[config.mk]
export PLATFORM = sky130hd
export DESIGN_NAME = quadrature_encoder_speed_meter_unit_flat
export DESIGN_NICKNAME = d
export VERILOG_FILES = /design/src/sv/qesm_pkg.sv /design/src/sv/qesm_stream_if.sv /design/src/sv/qesm_div.sv /design/src/sv/qesm_scale.sv /design/src/sv/quadrature_encoder_speed_meter_unit.sv /design/src/flat_wrapper.sv
export SDC_FILE = /design/constraint.sdc
export NUM_CORES = 2
export LEC_CHECK = 0
export ABC_AREA = 1
export BUFFER_PORTS_ARGS = -buffer_cell sky130_fd_sc_hd__buf_2
export CAP_MARGIN = 15
export CELL_PAD_IN_SITES_DETAIL_PLACEMENT = 1
export CELL_PAD_IN_SITES_GLOBAL_PLACEMENT = 1
export CORE_MARGIN = 5
export CORE_UTILIZATION = 48
export CTS_CLUSTER_SIZE = 14
export DETAILED_ROUTE_END_ITERATION = 10
export GPL_TIMING_DRIVEN = 0
export PLACE_DENSITY = 0.84
export SLEW_MARGIN = 20
export SYNTH_ARGS = -nofsm -noshare
export SYNTH_HDL_FRONTEND = slang
export SYNTH_SLANG_ARGS = --single-unit
export TNS_END_PERCENT = 30
[constraint.sdc]
create_clock -name clk_i -period 12.25 [get_ports clk_i]
set_input_delay 1.225 -clock clk_i [delete_from_list [all_inputs] [get_ports clk_i]]
set_output_delay 1.225 -clock clk_i [all_outputs]
set_load 0.005 [all_outputs]
[src/sv/qesm_pkg.sv]
// Types, constants and codes shared by the quadrature encoder speed meter.
package qesm_pkg;

  localparam int KW = 36;
  localparam int DW = 32;
  localparam int QW = 38;
  localparam int OW = 32;

  localparam int CFG_IW = 8;
  localparam int CFG_DW = 16;

  localparam logic [KW-1:0] RPM_SCALE = 36'd15360000;
  localparam logic [KW-1:0] PI_KSCALE = 36'd51472000;

  localparam logic [15:0] CPR_RST  = 16'd364;
  localparam logic [9:0]  DIAM_RST = 10'd65;

  localparam logic [OW-1:0] OUT_MAX = 32'h7FFF_FFFF;
  localparam logic [OW-1:0] OUT_MIN = 32'h8000_0000;

  localparam logic [CFG_IW-1:0] CFG_CPR  = 8'd0;
  localparam logic [CFG_IW-1:0] CFG_DIAM = 8'd1;

  typedef enum logic [1:0] {
    KIND_EDGE   = 2'd0,
    KIND_SAMPLE = 2'd1,
    KIND_CLEAR  = 2'd2
  } kind_e;

  typedef enum logic [2:0] {
    ST_IDLE,
    ST_DSTART,
    ST_DWAIT,
    ST_LOAD,
    ST_SWAIT,
    ST_EMIT
  } state_e;

  typedef struct packed {
    logic [1:0]  kind;
    logic [1:0]  motor;
    logic        b_level;
    logic [15:0] period_ms;
  } in_item_t;

  typedef struct packed {
    logic signed [OW-1:0] count_one;
    logic signed [OW-1:0] count_two;
    logic signed [OW-1:0] rpm_one;
    logic signed [OW-1:0] rpm_two;
    logic signed [OW-1:0] speed_one;
    logic signed [OW-1:0] speed_two;
  } out_item_t;

  typedef struct packed {
    logic [CFG_IW-1:0] index;
    logic [CFG_DW-1:0] value;
  } cfg_beat_t;

endpackage

[src/sv/qesm_stream_if.sv]
// Valid/ready channel carrying one payload beat.
interface qesm_stream_if #(
  parameter type T = logic
) ();
  logic valid;
  logic ready;
  T     data;

  modport source (output valid, output data, input ready);
  modport sink (input valid, input data, output ready);
endinterface

[src/sv/qesm_div.sv]
// Restoring divider, one quotient bit per cycle.
module qesm_div
  import qesm_pkg::*;
(
  input  logic          clk_i,
  input  logic          rst_ni,
  input  logic          start_i,
  input  logic [KW-1:0] num_i,
  input  logic [DW-1:0] den_i,
  output logic          done_o,
  output logic [KW-1:0] quot_o,
  output logic [DW-1:0] rem_o
);

  localparam int CW = $clog2(KW + 1);

  logic          busy_q;
  logic          done_q;
  logic [CW-1:0] cnt_q;
  logic [DW-1:0] rem_q;
  logic [KW-1:0] quo_q;
  logic [DW-1:0] den_q;
  logic [DW:0]   trial;
  logic [DW:0]   diff;
  logic          ge;

  always_comb begin
    trial = {rem_q, quo_q[KW-1]};
    diff  = trial - {1'b0, den_q};
    ge    = trial >= {1'b0, den_q};
  end

  always_ff @(posedge clk_i or negedge rst_ni) begin
    if (!rst_ni) begin
      busy_q <= 1'b0;
      done_q <= 1'b0;
      cnt_q  <= '0;
    end else begin
      done_q <= 1'b0;
      if (start_i) begin
        busy_q <= 1'b1;
        cnt_q  <= CW'(KW);
      end else if (busy_q) begin
        cnt_q <= cnt_q - CW'(1);
        if (cnt_q == CW'(1)) begin
          busy_q <= 1'b0;
          done_q <= 1'b1;
        end
      end
    end
  end

  always_ff @(posedge clk_i) begin
    if (start_i) begin
      rem_q <= '0;
      quo_q <= num_i;
      den_q <= den_i;
    end else if (busy_q) begin
      rem_q <= ge ? diff[DW-1:0] : trial[DW-1:0];
      quo_q <= {quo_q[KW-2:0], ge};
    end
  end

  assign done_o = done_q;
  assign quot_o = quo_q;
  assign rem_o  = rem_q;

endmodule

[src/sv/qesm_scale.sv]
// Bit-serial floor(mag * k / d) >> SH from k = q1 * d + r1, with sign and saturation.
module qesm_scale
  import qesm_pkg::*;
#(
  parameter int MW = 32,
  parameter int SH = 0
) (
  input  logic          clk_i,
  input  logic          rst_ni,
  input  logic          start_i,
  input  logic          neg_i,
  input  logic [MW-1:0] mag_i,
  input  logic [KW-1:0] q1_i,
  input  logic [DW-1:0] r1_i,
  input  logic [DW-1:0] den_i,
  output logic          done_o,
  output logic [OW-1:0] val_o
);

  localparam int CW = $clog2(MW + 1);
  localparam int SW = QW + 2;
  localparam int TW = DW + 2;

  logic          busy_q;
  logic          done_q;
  logic [CW-1:0] cnt_q;
  logic [MW-1:0] mag_q;
  logic          neg_q;
  logic [QW-1:0] acc_q;
  logic [DW-1:0] rem_q;
  logic          sat_q;

  logic          bit_b;
  logic [TW-1:0] t;
  logic [TW-1:0] t_nx;
  logic [TW-1:0] den1;
  logic [TW-1:0] den2;
  logic [1:0]    qd;
  logic [KW-1:0] q1_sel;
  logic [SW-1:0] sum;
  logic          big;
  logic [OW-1:0] v;

  always_comb begin
    bit_b  = mag_q[MW-1];
    den1   = {2'b00, den_i};
    den2   = {1'b0, den_i, 1'b0};
    t      = {1'b0, rem_q, 1'b0} + (bit_b ? {2'b00, r1_i} : TW'(0));
    q1_sel = bit_b ? q1_i : '0;
    if (t >= den2) begin
      t_nx = t - den2;
      qd   = 2'd2;
    end else if (t >= den1) begin
      t_nx = t - den1;
      qd   = 2'd1;
    end else begin
      t_nx = t;
      qd   = 2'd0;
    end
    sum = SW'({acc_q, 1'b0}) + SW'(q1_sel) + SW'(qd);
  end

  always_comb begin
    big = sat_q || ((acc_q >> (OW - 1 + SH)) != '0);
    v   = OW'(acc_q >> SH);
    if (big) begin
      val_o = neg_q ? OUT_MIN : OUT_MAX;
    end else begin
      val_o = neg_q ? (~v + OW'(1)) : v;
    end
  end

  always_ff @(posedge clk_i or negedge rst_ni) begin
    if (!rst_ni) begin
      busy_q <= 1'b0;
      done_q <= 1'b0;
      cnt_q  <= '0;
    end else begin
      done_q <= 1'b0;
      if (start_i) begin
        busy_q <= 1'b1;
        cnt_q  <= CW'(MW);
      end else if (busy_q) begin
        cnt_q <= cnt_q - CW'(1);
        if (cnt_q == CW'(1)) begin
          busy_q <= 1'b0;
          done_q <= 1'b1;
        end
      end
    end
  end

  always_ff @(posedge clk_i) begin
    if (start_i) begin
      mag_q <= mag_i;
      neg_q <= neg_i;
      acc_q <= '0;
      rem_q <= '0;
      sat_q <= 1'b0;
    end else if (busy_q) begin
      mag_q <= mag_q << 1;
      acc_q <= sum[QW-1:0];
      rem_q <= t_nx[DW-1:0];
      sat_q <= sat_q || (sum[SW-1:QW] != '0);
    end
  end

  assign done_o = done_q;

endmodule

[src/sv/quadrature_encoder_speed_meter_unit.sv]
// Top level of the two-channel quadrature encoder counter and speed meter.
//
//   channel  dir  payload      beat accepted when
//   item_i   in   in_item_t    item_i.valid && item_i.ready
//   cfg_i    in   cfg_beat_t   cfg_i.valid (ready is always high)
//   res_o    out  out_item_t   res_o.valid && res_o.ready
//
// Edge, clear and no-op items go from accept through the emit state into the result register.
// A sample with nonzero period runs a 36-step restoring divide, then one
// COUNT_BITS-step serial pass per motor.
// Reset loads counts_per_rev = 364 and a wheel diameter of 65 mm and zeroes all motor state.
// The result register decouples the sides: a new item is taken while a result waits.
module quadrature_encoder_speed_meter_unit
  import qesm_pkg::*;
#(
  parameter int NUM_MOTORS = 2,
  parameter int COUNT_BITS = 32
) (
  input  logic           clk_i,
  input  logic           rst_ni,
  qesm_stream_if.sink    item_i,
  qesm_stream_if.sink    cfg_i,
  qesm_stream_if.source  res_o
);

  localparam int MIW = (NUM_MOTORS > 1) ? $clog2(NUM_MOTORS) : 1;
  localparam int CB  = COUNT_BITS;

  state_e state_q, state_d;

  logic [15:0]    cpr_q;
  logic [9:0]     diam_q;
  logic [15:0]    cpr_eff;
  logic [DW-1:0]  d_q;
  logic [KW-1:0]  kspd_q;
  logic [MIW-1:0] cur_q;

  logic [CB-1:0] cnt_q  [NUM_MOTORS];
  logic [CB-1:0] prev_q [NUM_MOTORS];
  logic [OW-1:0] rpm_q  [NUM_MOTORS];
  logic [OW-1:0] spd_q  [NUM_MOTORS];

  out_item_t res_q, res_d;
  logic      res_vld_q;

  logic item_acc;
  logic item_rdy;
  logic div_go;
  logic scl_go;
  logic res_load;

  logic          rdiv_done, sdiv_done, div_done;
  logic [KW-1:0] q1r, q1s;
  logic [DW-1:0] r1r, r1s;

  logic          rscl_done, sscl_done, scl_done;
  logic [OW-1:0] rpm_val, spd_val;

  logic [CB-1:0] delta;
  logic          neg;
  logic [CB-1:0] mag;

  logic [OW-1:0] cnt_two, rpm_two, spd_two;

  assign item_acc = item_i.valid && item_i.ready;
  assign cpr_eff  = (cpr_q == '0) ? 16'd1 : cpr_q;
  assign div_done = rdiv_done && sdiv_done;
  assign scl_done = rscl_done && sscl_done;

  // configuration
  assign cfg_i.ready = 1'b1;

  always_ff @(posedge clk_i or negedge rst_ni) begin
    if (!rst_ni) begin
      cpr_q  <= CPR_RST;
      diam_q <= DIAM_RST;
    end else if (cfg_i.valid) begin
      case (cfg_i.data.index)
        CFG_CPR:  cpr_q  <= cfg_i.data.value;
        CFG_DIAM: diam_q <= cfg_i.data.value[9:0];
        default: ;
      endcase
    end
  end

  // sequencer
  always_comb begin
    state_d = state_q;
    case (state_q)
      ST_IDLE: begin
        if (item_acc) begin
          if (item_i.data.kind == KIND_SAMPLE && item_i.data.period_ms != '0) begin
            state_d = ST_DSTART;
          end else begin
            state_d = ST_EMIT;
          end
        end
      end
      ST_DSTART: state_d = ST_DWAIT;
      ST_DWAIT: begin
        if (div_done) begin
          state_d = ST_LOAD;
        end
      end
      ST_LOAD: state_d = ST_SWAIT;
      ST_SWAIT: begin
        if (scl_done) begin
          state_d = (cur_q == MIW'(NUM_MOTORS - 1)) ? ST_EMIT : ST_LOAD;
        end
      end
      ST_EMIT: begin
        if (!res_vld_q || res_o.ready) begin
          state_d = ST_IDLE;
        end
      end
      default: state_d = ST_IDLE;
    endcase
  end

  always_comb begin
    item_rdy = 1'b0;
    div_go   = 1'b0;
    scl_go   = 1'b0;
    res_load = 1'b0;
    case (state_q)
      ST_IDLE:   item_rdy = 1'b1;
      ST_DSTART: div_go   = 1'b1;
      ST_LOAD:   scl_go   = 1'b1;
      ST_EMIT:   res_load = !res_vld_q || res_o.ready;
      default: ;
    endcase
  end

  assign item_i.ready = item_rdy;

  always_ff @(posedge clk_i or negedge rst_ni) begin
    if (!rst_ni) begin
      state_q <= ST_IDLE;
      cur_q   <= '0;
    end else begin
      state_q <= state_d;
      if (div_go) begin
        cur_q <= '0;
      end else if (state_q == ST_SWAIT && scl_done) begin
        cur_q <= cur_q + MIW'(1);
      end
    end
  end

  // hold sample operands
  always_ff @(posedge clk_i) begin
    if (item_acc) begin
      d_q    <= DW'(cpr_eff) * DW'(item_i.data.period_ms);
      kspd_q <= KW'(diam_q) * PI_KSCALE;
    end
  end

  // motor state
  always_comb begin
    delta = cnt_q[cur_q] - prev_q[cur_q];
    neg   = delta[CB-1];
    mag   = neg ? (~delta + CB'(1)) : delta;
  end

  always_ff @(posedge clk_i or negedge rst_ni) begin
    if (!rst_ni) begin
      for (int i = 0; i < NUM_MOTORS; i++) begin
        cnt_q[i] <= '0;
      end
    end else if (item_acc) begin
      for (int i = 0; i < NUM_MOTORS; i++) begin
        if (int'(item_i.data.motor) == i + 1) begin
          case (item_i.data.kind)
            KIND_EDGE:  cnt_q[i] <= item_i.data.b_level ? cnt_q[i] + CB'(1)
                                                        : cnt_q[i] - CB'(1);
            KIND_CLEAR: cnt_q[i] <= '0;
            default: ;
          endcase
        end
      end
    end
  end

  always_ff @(posedge clk_i or negedge rst_ni) begin
    if (!rst_ni) begin
      for (int i = 0; i < NUM_MOTORS; i++) begin
        prev_q[i] <= '0;
        rpm_q[i]  <= '0;
        spd_q[i]  <= '0;
      end
    end else begin
      if (scl_go) begin
        prev_q[cur_q] <= cnt_q[cur_q];
      end
      if (state_q == ST_SWAIT && scl_done) begin
        rpm_q[cur_q] <= rpm_val;
        spd_q[cur_q] <= spd_val;
      end
    end
  end

  // arithmetic units
  qesm_div u_rdiv (
    .clk_i   (clk_i),
    .rst_ni  (rst_ni),
    .start_i (div_go),
    .num_i   (RPM_SCALE),
    .den_i   (d_q),
    .done_o  (rdiv_done),
    .quot_o  (q1r),
    .rem_o   (r1r)
  );

  qesm_div u_sdiv (
    .clk_i   (clk_i),
    .rst_ni  (rst_ni),
    .start_i (div_go),
    .num_i   (kspd_q),
    .den_i   (d_q),
    .done_o  (sdiv_done),
    .quot_o  (q1s),
    .rem_o   (r1s)
  );

  qesm_scale #(
    .MW (CB),
    .SH (0)
  ) u_rscl (
    .clk_i   (clk_i),
    .rst_ni  (rst_ni),
    .start_i (scl_go),
    .neg_i   (neg),
    .mag_i   (mag),
    .q1_i    (q1r),
    .r1_i    (r1r),
    .den_i   (d_q),
    .done_o  (rscl_done),
    .val_o   (rpm_val)
  );

  qesm_scale #(
    .MW (CB),
    .SH (6)
  ) u_sscl (
    .clk_i   (clk_i),
    .rst_ni  (rst_ni),
    .start_i (scl_go),
    .neg_i   (neg),
    .mag_i   (mag),
    .q1_i    (q1s),
    .r1_i    (r1s),
    .den_i   (d_q),
    .done_o  (sscl_done),
    .val_o   (spd_val)
  );

  // result beat
  if (NUM_MOTORS > 1) begin : g_two
    assign cnt_two = OW'(signed'(cnt_q[1]));
    assign rpm_two = rpm_q[1];
    assign spd_two = spd_q[1];
  end else begin : g_one
    assign cnt_two = '0;
    assign rpm_two = '0;
    assign spd_two = '0;
  end

  always_comb begin
    res_d.count_one = OW'(signed'(cnt_q[0]));
    res_d.count_two = cnt_two;
    res_d.rpm_one   = rpm_q[0];
    res_d.rpm_two   = rpm_two;
    res_d.speed_one = spd_q[0];
    res_d.speed_two = spd_two;
  end

  always_ff @(posedge clk_i or negedge rst_ni) begin
    if (!rst_ni) begin
      res_vld_q <= 1'b0;
    end else if (res_load) begin
      res_vld_q <= 1'b1;
    end else if (res_o.ready) begin
      res_vld_q <= 1'b0;
    end
  end

  always_ff @(posedge clk_i) begin
    if (res_load) begin
      res_q <= res_d;
    end
  end

  assign res_o.valid = res_vld_q;
  assign res_o.data  = res_q;

  // checks
  a_div_den_nonzero: assert property (@(posedge clk_i) disable iff (!rst_ni)
    state_q == ST_DWAIT |-> d_q != '0)
    else $error("divide running with zero divisor");

  a_div_done_in_wait: assert property (@(posedge clk_i) disable iff (!rst_ni)
    (rdiv_done || sdiv_done) |-> (state_q == ST_DWAIT && rdiv_done == sdiv_done))
    else $error("divider finished outside its wait state or out of step");

  a_scl_done_in_wait: assert property (@(posedge clk_i) disable iff (!rst_ni)
    (rscl_done || sscl_done) |-> (state_q == ST_SWAIT && rscl_done == sscl_done))
    else $error("scaler finished outside its wait state or out of step");

  a_res_from_emit: assert property (@(posedge clk_i) disable iff (!rst_ni)
    $rose(res_vld_q) |-> $past(state_q == ST_EMIT))
    else $error("result loaded outside emit state");

endmodule

[src/flat_wrapper.sv]
// flat-port wrapper written by rule: the top's interface ports become plain ports
module quadrature_encoder_speed_meter_unit_flat import qesm_pkg::*;
#(
  parameter int NUM_MOTORS = 2,
  parameter int COUNT_BITS = 32
)
  (clk_i, rst_ni, item_i_valid, item_i_data, item_i_ready, cfg_i_valid, cfg_i_data, cfg_i_ready, res_o_valid, res_o_data, res_o_ready);
  qesm_stream_if #(.T(in_item_t)) item_i_i ();
  qesm_stream_if #(.T(cfg_beat_t)) cfg_i_i ();
  qesm_stream_if #(.T(out_item_t)) res_o_i ();
  input  logic clk_i;
  input  logic rst_ni;
  input wire logic [$bits(item_i_i.valid)-1:0] item_i_valid;
  input wire logic [$bits(item_i_i.data)-1:0] item_i_data;
  output wire logic [$bits(item_i_i.ready)-1:0] item_i_ready;
  input wire logic [$bits(cfg_i_i.valid)-1:0] cfg_i_valid;
  input wire logic [$bits(cfg_i_i.data)-1:0] cfg_i_data;
  output wire logic [$bits(cfg_i_i.ready)-1:0] cfg_i_ready;
  output wire logic [$bits(res_o_i.valid)-1:0] res_o_valid;
  output wire logic [$bits(res_o_i.data)-1:0] res_o_data;
  input wire logic [$bits(res_o_i.ready)-1:0] res_o_ready;
  assign item_i_i.valid = item_i_valid;
  assign item_i_i.data = item_i_data;
  assign item_i_ready = item_i_i.ready;
  assign cfg_i_i.valid = cfg_i_valid;
  assign cfg_i_i.data = cfg_i_data;
  assign cfg_i_ready = cfg_i_i.ready;
  assign res_o_valid = res_o_i.valid;
  assign res_o_data = res_o_i.data;
  assign res_o_i.ready = res_o_ready;
  quadrature_encoder_speed_meter_unit #(.NUM_MOTORS(NUM_MOTORS), .COUNT_BITS(COUNT_BITS)) u_core (.clk_i(clk_i), .rst_ni(rst_ni), .item_i(item_i_i), .cfg_i(cfg_i_i), .res_o(res_o_i));
endmodule
==> run_results.csv <==
group,metric,value,unit
global_route,grt_pass1_wl,449,mm
sta,skew,0.0800,ns
cts,cts_resized,0,
setup_path,cpPeakStageDelay,0.86,ns
place,place_area,80100,um2
cts,cts_hold_buf,0,
global_route,grt_max_degree,90,
cts,path_clk_slew,0.06,ns
cts,clock_path_buffers,3,
die,design.core.area,158000,um2
synthesis,syn_avg_cell_area,7.47,um2
detailed_routing,wl,295,mm
cts,tritoncts,"done",
sta,fin_tns_setup,0,ns
detailed_routing,drt_iter0_markers,5790,
global_route,grt_pass1_vias,75500,
die,die_x,408,um
setup_path,worst_setup_path_start_kind,"flop",
place,dp_hpwl,240,mm
die,initial_core_util,48.1,%
setup_path,critPathKind,"reg -> reg",
sta,fin_hold_ws,0.348,ns
sta,setup_viol,0,
place,placedCellCount,12500,
setup_path,worstPathArrival,11.34,ns
synthesis,syn_inst,10200,
setup_path,cp.required,12.90,ns
synthesis,synthArstFlopShare,33.7,%
final_layout,nFillCells,20100,
final_layout,area_growth,10.5,%
detailed_routing,drc,0,
sta,tightest_slew,1.23,ns
setup_path,r2r_setup_slack,1.56,ns
cts,cts_inserted_buffers,107,
detailed_routing,ant_nets,0,
synthesis,synth.cell_area,75900,um2
final_layout,finish.instance_area,83900,um2
setup_path,critical_path_peak_fanout,10,
detailed_routing,vias,73000,
sta,post-route-period-util,87.3,%
sta,min_period,10.69,ns
cts,h-tree-depth,3,
synthesis,synth_edf_count,386,
final_layout,fin_nets,11500,
global_route,grt_overflow,0,
setup_path,slowest_stage,"o21ai_0",
sta,hold_viol,0,
detailed_routing,wl_per_cell,23.3,um
global_route,antenna_found_initial,16,
setup_path,rr_endpoint,"u_core.u_rscl.acc_q[27]",
synthesis,yosysSeqAreaShare,32.2,%
synthesis,yosysWarnings,0,
setup_path,r2r.worst_path.cells,41,
run,cap_violations,0,
global_route,grt_use_total,34.6,%
sta,slew_viol_final,0,
setup_path,end_kind,"flop",
detailed_routing,drtPass1Iterations,5,
synthesis,syn_nets,11200,
final_layout,stdcell_count,12700,
synthesis,synth_seq_cells,947,
die,rows,146,
final_layout,drive_above_1_share,5.97,%
cts,cts_setup_buffers,0,
place,io_buffer_count,227,
worst_hold_path,hp-class,"in -> async",
die,die-area,166000,um2
outcome,status,"complete, no violations",
cts,cts-root-buf,"clkbuf_16",
cts,clock_sink_count,947,
synthesis,synth_cell_types,71,
detailed_routing,viasPerCell,5.75,
sta,relSlewSlack,18.0,%
synthesis,ys.flop_type,"edfxtp_1",
cts,clk_latency,0.79,ns
setup_path,r2r-start,"u_core.u_rscl.mag_q[31]",
sta,fmax,0.0935,GHz
sta,rsz0062_at_grt,"no",
place,gp_congestion,1.00,
die,io_pins,245,
die,die_h,408,um
[worst max path at each step]
| stage | slack [ns] | from | cells after the start | to |
|---|---|---|---|---|
| 6_report | 1.56 | u_core.u_rscl.mag_q[31] | 41 | u_core.u_rscl.acc_q[27] |
| 5_1_grt | 1.15 | u_core.u_rscl.mag_q[31] | 41 | u_core.u_rscl.acc_q[27] |
| 4_1_cts | 1.83 | u_core.u_rscl.mag_q[31] | 41 | u_core.u_rscl.acc_q[27] |
| 3_5_place_dp | 1.94 | u_core.u_rscl.mag_q[31] | 41 | u_core.u_rscl.acc_q[27] |
| 3_3_place_gp | -1.87 | res_o_ready | 3 | u_core.res_o.data[80] |
| 2_1_floorplan | 2.31 | res_o_ready | 2 | u_core.res_o.data[0] |
[registers in the layout, indices dropped and copies added, names as in the netlist, 36 cells and up]
name and cells:
u_core.prev_q 64, u_core.u_rscl.acc_q 38, u_core.u_sscl.acc_q 38, u_core.u_rdiv.quot_o 36, u_core.res_d 64, u_core.res_o.data 192
u_core.u_sdiv.quot_o 36
[cells by family after synthesis]
kind of cell    Yosys count  synth area share (%)
xor+xnor                330                  3.81
fa+ha+maj               940                  17.9
flops                   947                  32.2
compound gates         1916                  14.0
simple gates           4220                  22.8
buf+inv                1795                  9.03
mux                      14                 0.198
other cells               1               0.00494
[synthesized netlist by cell type (64+ instances only)]
master,number,share of area [%]
nand2_1,2717,13
nand4_1,83,0.68
a21oi_1,771,5.1
xor2_1,217,2.5
clkbuf_1,216,1.1
nor3_1,90,0.59
dfxtp_1,242,6.4
inv_1,1485,7.3
xnor2_1,113,1.3
nand3_1,414,2.7
ha_1,695,11
a21o_1,64,0.63
o21ai_0,665,4.4
a31oi_1,78,0.64
fa_1,245,6.5
nor2_1,721,3.6
edfxtp_1,386,15
dfrtp_1,312,10
[cell type report]
class / count / area (um2) / share of cell area (%)
Antenna cell: 10 / 25.0 / 0.0298
Buffer: 279 / 1180 / 1.41
Clock buffer: 150 / 3100 / 3.69
Clock inverter: 53 / 679 / 0.810
Inverter: 1516 / 5700 / 6.79
Multi-Input combinational cell: 7421 / 44600 / 53.2
Sequential cell: 947 / 24400 / 29.1
Tap cell: 2072 / 2590 / 3.09
Timing Repair Buffer: 244 / 1540 / 1.83
[critical path: cells and delay by family (launching register included)]
| family | cells | cell delay [ns] |
|---|---|---|
| AOI/OAI and AO/OA | 10 | 3.29 |
| and+or+nand+nor | 14 | 2.33 |
| buffers and inverters | 11 | 2.30 |
| adders and majority gates | 5 | 1.90 |
| DFF | 1 | 0.47 |
| xor gates and xnor gates | 1 | 0.23 |
[placed cells by master (no fill, tap or decap), types with 83 or more instances in the layout]
cell,synthesis,routed
nand2_1,2717,2716
inv_1,1485,1483
a21oi_1,771,771
nor2_1,721,720
ha_1,695,695
o21ai_0,665,665
nand3_1,414,414
edfxtp_1,386,386
dfrtp_1,312,312
buf_2,26,252
fa_1,245,245
dfxtp_1,242,242
clkbuf_1,216,228
xor2_1,217,217
xnor2_1,113,113
clkbuf_16,0,112
nor3_1,90,89
nand4_1,83,83
[through the flow]
step	util, %	setup WS [ns]
2_1_floorplan	-	2.31
3_3_place_gp	50.4	-1.87
3_5_place_dp	50.7	1.94
4_1_cts	53.1	1.83
5_1_grt	53.1	1.15
6_report	53.1	1.56
[routing by layer]
metal | part of all wire (%) | track usage, % | vias up
met4 | 4.3 | 12.7 | 4
met1 | 44 | 46.6 | 36100
met5 | 0.0074 | 0 | -
met3 | 7.3 | 6.57 | 567
met2 | 45 | 55.5 | 2363
li1 | - | - | 34000
Power is left out: the tool's default activity adds up to more than one toggle a clock period on the data nets, which glitch-free logic cannot reach.
